===== config.mk =====
export PLATFORM = sky130hd
export DESIGN_NAME = stopwatch_with_debounced_buttons_flat
export DESIGN_NICKNAME = d
export VERILOG_FILES = /design/src/hdl/swd_pkg.sv /design/src/hdl/swd_tick_if.sv /design/src/hdl/swd_result_if.sv /design/src/hdl/swd_cfg_if.sv /design/src/hdl/swd_digit_cell.sv /design/src/hdl/swd_debounce.sv /design/src/hdl/stopwatch_with_debounced_buttons.sv /design/src/flat_wrapper.sv
export SDC_FILE = /design/constraint.sdc
export NUM_CORES = 1
export LEC_CHECK = 0
export BUFFER_PORTS_ARGS = -buffer_cell sky130_fd_sc_hd__buf_2
export CAP_MARGIN = 20
export CORE_MARGIN = 4
export CORE_UTILIZATION = 61
export DETAILED_ROUTE_END_ITERATION = 12
export HOLD_SLACK_MARGIN = 0.03
export PLACE_DENSITY = 0.85
export SLEW_MARGIN = 20
export SYNTH_ARGS = -nofsm -noshare
export SYNTH_HDL_FRONTEND = slang
export SYNTH_SLANG_ARGS = --single-unit

===== constraint.sdc =====
create_clock -name i_clk -period 6.49 [get_ports i_clk]
set_input_delay 0.3245 -clock i_clk [delete_from_list [all_inputs] [get_ports i_clk]]
set_output_delay 0.3245 -clock i_clk [all_outputs]
set_load 0.005 [all_outputs]

===== src/hdl/swd_pkg.sv =====
// Package for the stopwatch with debounced buttons.
// Holds the payload types, digit tables, button indexes and debounce constants.
// Used by the channel interfaces, the cells and the top level.
`timescale 1ns / 1ps

package swd_pkg;

    localparam int DEBOUNCE_TICKS = 3;
    localparam int CNT_W          = $clog2(DEBOUNCE_TICKS + 1);
    localparam int NUM_DIGITS     = 8;
    localparam int NUM_BUTTONS    = 3;

    localparam int BTN_HOLD    = 0;
    localparam int BTN_ADVANCE = 1;
    localparam int BTN_BACK    = 2;

    typedef logic [3:0]       t_digit;
    typedef logic [7:0]       t_image_count;
    typedef logic [CNT_W-1:0] t_bounce;

    // index 0 is the centisecond units digit, index 7 the hour tens digit
    localparam t_digit DIGIT_LIMIT [NUM_DIGITS] = '{
        4'd9, 4'd9, 4'd9, 4'd5, 4'd9, 4'd5, 4'd9, 4'd2
    };
    localparam t_digit WRAP_VALUE [NUM_DIGITS] = '{
        4'd9, 4'd9, 4'd9, 4'd5, 4'd9, 4'd5, 4'd3, 4'd2
    };

    typedef struct packed {
        logic hold_level;
        logic advance_level;
        logic back_level;
    } t_tick;

    typedef struct packed {
        logic [1:0] hour_tens;
        logic [3:0] hour_units;
        logic [2:0] minute_tens;
        logic [3:0] minute_units;
        logic [2:0] second_tens;
        logic [3:0] second_units;
        logic [3:0] centi_tens;
        logic [3:0] centi_units;
        logic [7:0] picture_index;
        logic       running;
    } t_result;

endpackage


===== src/hdl/swd_tick_if.sv =====
// Input channel of the stopwatch: one request per 10 ms tick.
// Carries the sampled button levels; depends on swd_pkg.
`timescale 1ns / 1ps

interface swd_tick_if;
    import swd_pkg::*;

    logic  valid;
    logic  ready;
    t_tick data;

    modport source (output valid, output data, input ready);
    modport sink   (input valid, input data, output ready);
endinterface


===== src/hdl/swd_result_if.sv =====
// Result channel of the stopwatch: time digits, picture index and run flag.
// Depends on swd_pkg.
`timescale 1ns / 1ps

interface swd_result_if;
    import swd_pkg::*;

    logic    valid;
    logic    ready;
    t_result data;

    modport source (output valid, output data, input ready);
    modport sink   (input valid, input data, output ready);
endinterface


===== src/hdl/swd_cfg_if.sv =====
// Configuration write channel of the stopwatch: carries the image count.
// Depends on swd_pkg.
`timescale 1ns / 1ps

interface swd_cfg_if;
    import swd_pkg::*;

    logic         valid;
    logic         ready;
    t_image_count data;

    modport source (output valid, output data, input ready);
    modport sink   (input valid, input data, output ready);
endinterface


===== src/hdl/swd_digit_cell.sv =====
// One BCD digit cell of the time chain: holds a digit, takes a carry and
// a wrap match from its lower neighbor and hands both on. Depends on swd_pkg.
`timescale 1ns / 1ps

module swd_digit_cell (
    input  logic            i_clk,
    input  logic            i_rst_n,
    input  logic            i_load,
    input  logic            i_run,
    input  logic            i_clear,
    input  logic            i_carry,
    input  logic            i_wrap,
    input  swd_pkg::t_digit i_limit,
    input  swd_pkg::t_digit i_wrap_value,
    output logic            o_carry,
    output logic            o_wrap,
    output swd_pkg::t_digit o_next
);
    import swd_pkg::*;

    t_digit r_digit;
    t_digit n_digit;
    logic   at_limit;

    assign at_limit = (r_digit >= i_limit);
    assign o_carry  = i_carry & at_limit;
    assign o_wrap   = i_wrap & (r_digit == i_wrap_value);

    always_comb begin
        n_digit = r_digit;
        if (i_run) begin
            if (i_clear) begin
                n_digit = '0;
            end else if (i_carry) begin
                n_digit = at_limit ? t_digit'(0) : t_digit'(r_digit + 4'd1);
            end
        end
    end

    assign o_next = n_digit;

    always_ff @(posedge i_clk) begin
        if (!i_rst_n) begin
            r_digit <= '0;
        end else if (i_load) begin
            r_digit <= n_digit;
        end
    end
endmodule


===== src/hdl/swd_debounce.sv =====
// Debounce cell for one active-low button: stable level and bounce count.
// Fires an event when a differing level has been seen long enough. Depends on swd_pkg.
`timescale 1ns / 1ps

module swd_debounce (
    input  logic i_clk,
    input  logic i_rst_n,
    input  logic i_load,
    input  logic i_level,
    output logic o_event
);
    import swd_pkg::*;

    logic    r_stable;
    logic    n_stable;
    t_bounce r_count;
    t_bounce n_count;
    logic    differs;
    logic    fire;

    assign differs = (i_level != r_stable);
    assign fire    = differs && (r_count >= t_bounce'(DEBOUNCE_TICKS));
    assign o_event = fire;

    always_comb begin
        n_stable = fire ? i_level : r_stable;
        n_count  = r_count;
        if (differs) begin
            n_count = fire ? t_bounce'(1) : t_bounce'(r_count + t_bounce'(1));
        end
    end

    always_ff @(posedge i_clk) begin
        if (!i_rst_n) begin
            r_stable <= 1'b1;
            r_count  <= '0;
        end else if (i_load) begin
            r_stable <= n_stable;
            r_count  <= n_count;
        end
    end
endmodule


===== src/hdl/stopwatch_with_debounced_buttons.sv =====
// Top level of the stopwatch with debounced buttons.
// Instantiates the digit cell chain and the debounce cells; depends on swd_pkg
// and the channel interfaces.
//
// Usage:
//   i_tick carries one request per 10 ms tick with the sampled levels of the
//   hold, advance and back buttons (0 pressed). Each request yields exactly
//   one result on o_result: the eight time digits, picture index and run flag
//   as they stand after that tick.
//   i_cfg writes the image count; it is always ready. Write it only while idle.
//   The result is registered; while the output register is stalled it waits in the skid stage.
//   Throughput: one request per cycle while the skid stage is empty, as the digit chain
//   and debounce update are combinational and loaded on each accepted request.
//   The output register is backed by a one-entry skid stage, so one more
//   request is taken while a result waits; with both full, i_tick.ready drops
//   and rises again in the cycle after o_result.ready returns.
//   Reset: time 00:00:00.00, running, buttons released, picture 0, image
//   count 1, no pending result.
`timescale 1ns / 1ps

module stopwatch_with_debounced_buttons (
    input  logic         i_clk,
    input  logic         i_rst_n,
    swd_tick_if.sink     i_tick,
    swd_cfg_if.sink      i_cfg,
    swd_result_if.source o_result
);
    import swd_pkg::*;

    logic                   accept;
    logic [NUM_BUTTONS-1:0] level;
    logic [NUM_BUTTONS-1:0] event_fire;
    logic [NUM_DIGITS:0]    carry;
    logic [NUM_DIGITS:0]    wrap_chain;
    t_digit                 n_digit [NUM_DIGITS];

    t_image_count r_image_count;
    logic         r_run;
    logic         n_run;
    t_image_count r_pic;
    t_image_count n_pic;
    t_image_count pic_adv;
    t_image_count last;

    t_result result;
    t_result r_out;
    t_result r_skid;
    logic    r_out_valid;
    logic    r_skid_valid;

    assign i_cfg.ready  = 1'b1;
    assign i_tick.ready = !r_skid_valid;
    assign accept       = i_tick.valid && i_tick.ready;

    assign level[BTN_HOLD]    = i_tick.data.hold_level;
    assign level[BTN_ADVANCE] = i_tick.data.advance_level;
    assign level[BTN_BACK]    = i_tick.data.back_level;

    always_ff @(posedge i_clk) begin
        if (!i_rst_n) begin
            r_image_count <= t_image_count'(1);
        end else if (i_cfg.valid && i_cfg.ready) begin
            r_image_count <= i_cfg.data;
        end
    end

    genvar g;
    generate
        for (g = 0; g < NUM_BUTTONS; g++) begin : g_btn
            swd_debounce u_debounce (
                .i_clk   (i_clk),
                .i_rst_n (i_rst_n),
                .i_load  (accept),
                .i_level (level[g]),
                .o_event (event_fire[g])
            );
        end
    endgenerate

    assign carry[0]      = 1'b1;
    assign wrap_chain[0] = 1'b1;

    generate
        for (g = 0; g < NUM_DIGITS; g++) begin : g_digit
            swd_digit_cell u_cell (
                .i_clk        (i_clk),
                .i_rst_n      (i_rst_n),
                .i_load       (accept),
                .i_run        (r_run),
                .i_clear      (wrap_chain[NUM_DIGITS]),
                .i_carry      (carry[g]),
                .i_wrap       (wrap_chain[g]),
                .i_limit      (DIGIT_LIMIT[g]),
                .i_wrap_value (WRAP_VALUE[g]),
                .o_carry      (carry[g+1]),
                .o_wrap       (wrap_chain[g+1]),
                .o_next       (n_digit[g])
            );
        end
    endgenerate

    always_comb begin
        last  = t_image_count'(((r_image_count == '0) ? t_image_count'(1) : r_image_count)
                - t_image_count'(1));
        n_run = event_fire[BTN_HOLD] ? level[BTN_HOLD] : r_run;

        pic_adv = r_pic;
        if (event_fire[BTN_ADVANCE] && !level[BTN_ADVANCE]) begin
            pic_adv = (r_pic >= last) ? t_image_count'(0) : t_image_count'(r_pic + 8'd1);
        end

        n_pic = pic_adv;
        if (event_fire[BTN_BACK] && !level[BTN_BACK]) begin
            n_pic = ((pic_adv == '0) || (pic_adv > last)) ? last
                                                           : t_image_count'(pic_adv - 8'd1);
        end
    end

    always_comb begin
        result.hour_tens     = n_digit[7][1:0];
        result.hour_units    = n_digit[6];
        result.minute_tens   = n_digit[5][2:0];
        result.minute_units  = n_digit[4];
        result.second_tens   = n_digit[3][2:0];
        result.second_units  = n_digit[2];
        result.centi_tens    = n_digit[1];
        result.centi_units   = n_digit[0];
        result.picture_index = n_pic;
        result.running       = n_run;
    end

    always_ff @(posedge i_clk) begin
        if (!i_rst_n) begin
            r_run <= 1'b1;
            r_pic <= '0;
        end else if (accept) begin
            r_run <= n_run;
            r_pic <= n_pic;
        end
    end

    // hold a result in the skid stage while the output register is stalled
    always_ff @(posedge i_clk) begin
        if (!i_rst_n) begin
            r_out_valid  <= 1'b0;
            r_skid_valid <= 1'b0;
        end else if (!r_out_valid || o_result.ready) begin
            r_out_valid  <= r_skid_valid || accept;
            r_skid_valid <= 1'b0;
        end else if (accept) begin
            r_skid_valid <= 1'b1;
        end
    end

    always_ff @(posedge i_clk) begin
        if (!r_out_valid || o_result.ready) begin
            r_out <= r_skid_valid ? r_skid : result;
        end else if (accept) begin
            r_skid <= result;
        end
    end

    assign o_result.valid = r_out_valid;
    assign o_result.data  = r_out;
endmodule


===== src/flat_wrapper.sv =====
// flat-port wrapper written by rule: the top's interface ports become plain ports
module stopwatch_with_debounced_buttons_flat import swd_pkg::*;
  (i_clk, i_rst_n, i_tick_valid, i_tick_data, i_tick_ready, i_cfg_valid, i_cfg_data, i_cfg_ready, o_result_valid, o_result_data, o_result_ready);
  swd_tick_if i_tick_i ();
  swd_cfg_if i_cfg_i ();
  swd_result_if o_result_i ();
  input  logic i_clk;
  input  logic i_rst_n;
  input wire logic [$bits(i_tick_i.valid)-1:0] i_tick_valid;
  input wire logic [$bits(i_tick_i.data)-1:0] i_tick_data;
  output wire logic [$bits(i_tick_i.ready)-1:0] i_tick_ready;
  input wire logic [$bits(i_cfg_i.valid)-1:0] i_cfg_valid;
  input wire logic [$bits(i_cfg_i.data)-1:0] i_cfg_data;
  output wire logic [$bits(i_cfg_i.ready)-1:0] i_cfg_ready;
  output wire logic [$bits(o_result_i.valid)-1:0] o_result_valid;
  output wire logic [$bits(o_result_i.data)-1:0] o_result_data;
  input wire logic [$bits(o_result_i.ready)-1:0] o_result_ready;
  assign i_tick_i.valid = i_tick_valid;
  assign i_tick_i.data = i_tick_data;
  assign i_tick_ready = i_tick_i.ready;
  assign i_cfg_i.valid = i_cfg_valid;
  assign i_cfg_i.data = i_cfg_data;
  assign i_cfg_ready = i_cfg_i.ready;
  assign o_result_valid = o_result_i.valid;
  assign o_result_data = o_result_i.data;
  assign o_result_i.ready = o_result_ready;
  stopwatch_with_debounced_buttons u_core (.i_clk(i_clk), .i_rst_n(i_rst_n), .i_tick(i_tick_i), .i_cfg(i_cfg_i), .o_result(o_result_i));
endmodule

==> results by group <==
Power and ir drop
  • Sw power: 494.5 µW
  • Share of power burned in registers: 44.7%
  • VDD IR-drop max: 0.1693 mV
  • Clock power frac: 45.8%
  • Switching Fraction: 23.29%
  • Power Density: 249.2 nW/µm²
  • Leak pwr: 0.003465 µW
  • Pint: 1629 µW
  • Combinational fraction of design power: 9.6%
  • Power, Total: 2123 µW

Timing
  • RSZ-0062 raised after global routing: no
  • Tmin final: 6145 ps
  • Layout Skew: 8.751 ps
  • Slew Limit Fails: 0
  • Slew headroom: 33.79%
  • Tightest hold margin: 137.2 ps
  • Measured slew at the worst slew-check pin: 984.0 ps
  • Part of the cycle the worst path needs: 94.69%
  • Fmax: 0.1627 GHz
  • Finish-stage setup viols: 0
  • Hold Fails Final Rpt: 0

Drt
  • Routed wire length per instance: 19.67 µm
  • Vias per cell: 6.449
  • Post-DRT Antenna Nets: 0
  • Vias: 6,352
  • DR iter-0 viols: 559
  • Final wirelength: 19,380 µm
  • Drt first pass iters: 5
  • Drt drc: 0

Flow run
  • Max-cap violations: 0

Layout
  • Post-layout nets: 881
  • # diodes: 0
  • Synth-to-layout area growth: 14.69%
  • Final core occ: 71.22%
  • Layout cells sized above 1: 17.78%
  • Post-Layout Cell Count: 985

Critical path
  • Worst Setup End Kind: flip-flop
  • Critical Path RT: 6660 ps
  • Crit path DAT: 6320 ps
  • Worst r2r path cells: 24
  • Critical Path Start Type: flip-flop
  • Register-to-register path setup slack: 340 ps
  • CP Capture Point: u_core.o_result.data[6]
  • Critical path fanouts, max: 12
  • WS Path Type: reg2reg
  • RR Endpoint: u_core.o_result.data[6]
  • Reg2reg start: u_core.r_image_count[2]
  • CP startpoint: u_core.r_image_count[2]

Clock network
  • H-Tree Depth: 4
  • CTS Root Cell: clkbuf_16
  • CTS Buf Count: 17
  • Clk sinks: 134
  • Clk slew on worst S/H paths: 60 ps
  • CTS max path bufs: 2
  • Worst skew pair latency: 420 ps
  • CTS tree: yes
  • Hold buffers post-CTS: 0

Floorplanning
  • Die ar.: 14,010 µm²
  • Initial Util: 62.10%
  • Site row count: 40
  • Die height: 118.4 µm
  • Top Ports: 56
  • Core Area: 11,960 µm²
  • Die Wd: 118.4 µm

Synthesis
  • Synth top area share: 29.91%
  • Post-synthesis sequential area ratio: 46.08%
  • Top FF cell, synth: edfxtp_1
  • Post-synthesis cell type count: 75
  • Synth Instances: 775
  • Largest area contributor in the synthesized netlist: edfxtp_1
  • Post-Syn Nets: 831
  • Async SR Flop Fraction: 0%
  • Post-Syn Area: 7428 µm²
  • Most area-consuming cells after synthesis: edfxtp_1 (30%), dfxtp_1 (16%), ha_1 (6.7%), mux2_2 (4.9%), nand2_1 (4.7%)
  • Synthesized flop and latch total: 134
  • Syn Area/Cell: 9.585 µm²
  • Number of synthesized flops with an enable pin: 74
  • Yosys warns: 0

Global route
  • Largest net degree at the start of global routing: 45
  • Global route total overflow: 0
  • First-pass GRT wire length: 31,210 µm
  • GRT Total Usage: 27.81%
  • Vias in the first global route: 6,237
  • Initial antenna violation count: 0

Place
  • PortBufs: 54
  • Placed Cells: 950
  • Placer Congestion: 1.018
  • Post-detail-place hpwl: 13,130 µm

Status
  • Outcome: completed

Hold path
  • Worst min-delay path class: in2reg
## per-stage QoR
step | setup slack, ps | instance area [µm²] | TNS, ps
detailed placement | -27.90 | 7806 | -27.90
finish | 344.7 | 8519 | 0
CTS | 182.6 | 8424 | 0
global placement | 234.1 | 7806 | 0
floorplan | 643.9 | 7428 | 0
global route | 17.79 | 8519 | 0
## sequential cells by signal, indices dropped and copies added (netlist names)
name and cells:
u_core.r_image_count 8, u_core.r_skid 37, u_core.o_result.data 37, u_core.r_run 1
u_core.g_btn.u_debounce.r_stable 3, u_core.g_digit.u_cell.r_digit 32, u_core.g_btn.u_debounce.r_count 6, u_core.r_pic 8
u_core.r_skid_valid 1, u_core.o_result.valid 1
## critical path, cell delays in order (launching register included)
cell and delay [ps]:
dfxtp_1 380, or4_4 610, o41ai_4 310, inv_1 140
ha_1 240, xnor2_2 160, ha_1 320, a21o_1 110
a31oi_1 40, o21ai_1 190, and3_1 270, nor2_2 90
or3_4 430, and2_2 230, ha_1 360, nand2_1 70
nor3_1 130, o21ai_0 120, nor4bb_1 160, nor4b_2 360
a211oi_2 120, buf_4 190, o21a_1 240, o311a_1 350
mux2_2 270
## worst min-delay path by stage
stage | startpoint | endpoint | slack, ps | depth (start not counted)
floorplan | u_core.g_digit[7].u_cell.r_digit[0] | u_core.g_digit[7].u_cell.r_digit[0] | 450 | 2
global placement | u_core.g_digit[7].u_cell.r_digit[0] | u_core.g_digit[7].u_cell.r_digit[0] | 460 | 2
detailed placement | u_core.g_digit[7].u_cell.r_digit[0] | u_core.g_digit[7].u_cell.r_digit[0] | 490 | 2
CTS | i_cfg_data[0] | u_core.r_image_count[0] | 120 | 3
global route | i_cfg_data[0] | u_core.r_image_count[0] | 150 | 3
finish | i_cfg_data[0] | u_core.r_image_count[0] | 140 | 3
## layout by cell type (no fill, tap or decap), types with 4 or more instances in the layout
master     count
a21o_1         4
a21oi_1       39
a311oi_1       5
a31oi_1       11
and2_1         4
and3_1        13
buf_2         54
buf_4          9
clkbuf_16     19
clkbuf_8       5
dfxtp_1       60
edfxtp_1      74
ha_1          40
inv_1         28
mux2_2        32
mux2i_1       12
nand2_1       94
nand2b_1       7
nand3_1       27
nand3b_1       4
nand4_1       11
nor2_1        77
nor3_1        27
nor4_1         7
nor4b_1        5
o211ai_1       8
o21ai_0       44
o22ai_1        4
o31ai_1        8
o41ai_1        4
or3_1          6
or4_1          5
xnor2_1        6
xor2_1         6
## synth_stat cells (3+ instances only)
cell type and instances:
o21a_1 3, edfxtp_1 74, nand2_1 94, o22ai_1 4
nor4_1 7, xor2_1 8, and2_1 5, o31ai_1 8
xnor2_1 7, nand3b_1 4, a21oi_1 39, buf_1 3
mux2i_1 12, o211ai_1 8, nor3_1 27, a311oi_1 5
nor4b_1 5, a31oi_1 11, nand4b_1 3, nand4_1 11
a211oi_1 3, or3_1 7, nand3_1 27, o211a_1 4
a21o_1 4, mux2_2 32, ha_1 40, clkbuf_1 27
or4_1 5, nor2_1 78, inv_1 28, dfxtp_1 60
nand2b_1 8, o41ai_1 5, a22oi_1 3, a32oi_1 3
o21ai_0 45, and3_1 13
## area by class of cell
class,count,area [µm²]
multi-input combinational,578,3824
clock inverter,5,55.05
fill,889,3442
sequential,134,3423
timing repair buffer,64,365.4
inverter,30,112.6
clock buffer,27,555.5
tap,147,183.9
## power by group through the flow
stage               sequential [µW]  clock [µW]  combinational, µW
CTS                             947         977                192
floorplan                       961           0                127
global route                    951        1020                222
finish                          948         971                203
detailed placement              964           0                189
global placement                962           0                183
## cell families after synthesis
family	count (synthesis)	synth area share, %
fa+ha+maj	41	6.872
flops	134	46.08
simple gates	309	20.31
other cells	1	0.05048
mux	44	6.468
buf+inv	63	3.385
xor+xnor	15	1.769
compound gates	168	15.06
## per-layer routing
| metal | routed length, µm | GRT usage [%] |
|---|---|---|
| met1 | 7577 | 32.11 |
| met2 | 9907 | 49.55 |
| met3 | 1189 | 5.263 |
| met4 | 701 | 13.11 |
| met5 | 0 | 0 |
## timing repair
item | CTS | global route
buffers inserted | 0 | 2
gates resized for setup | 2 | 8
setup endpoints to repair | 2 | 22
pin swaps | 0 | 1
Note: power is estimated with default switching activity, not from simulation.
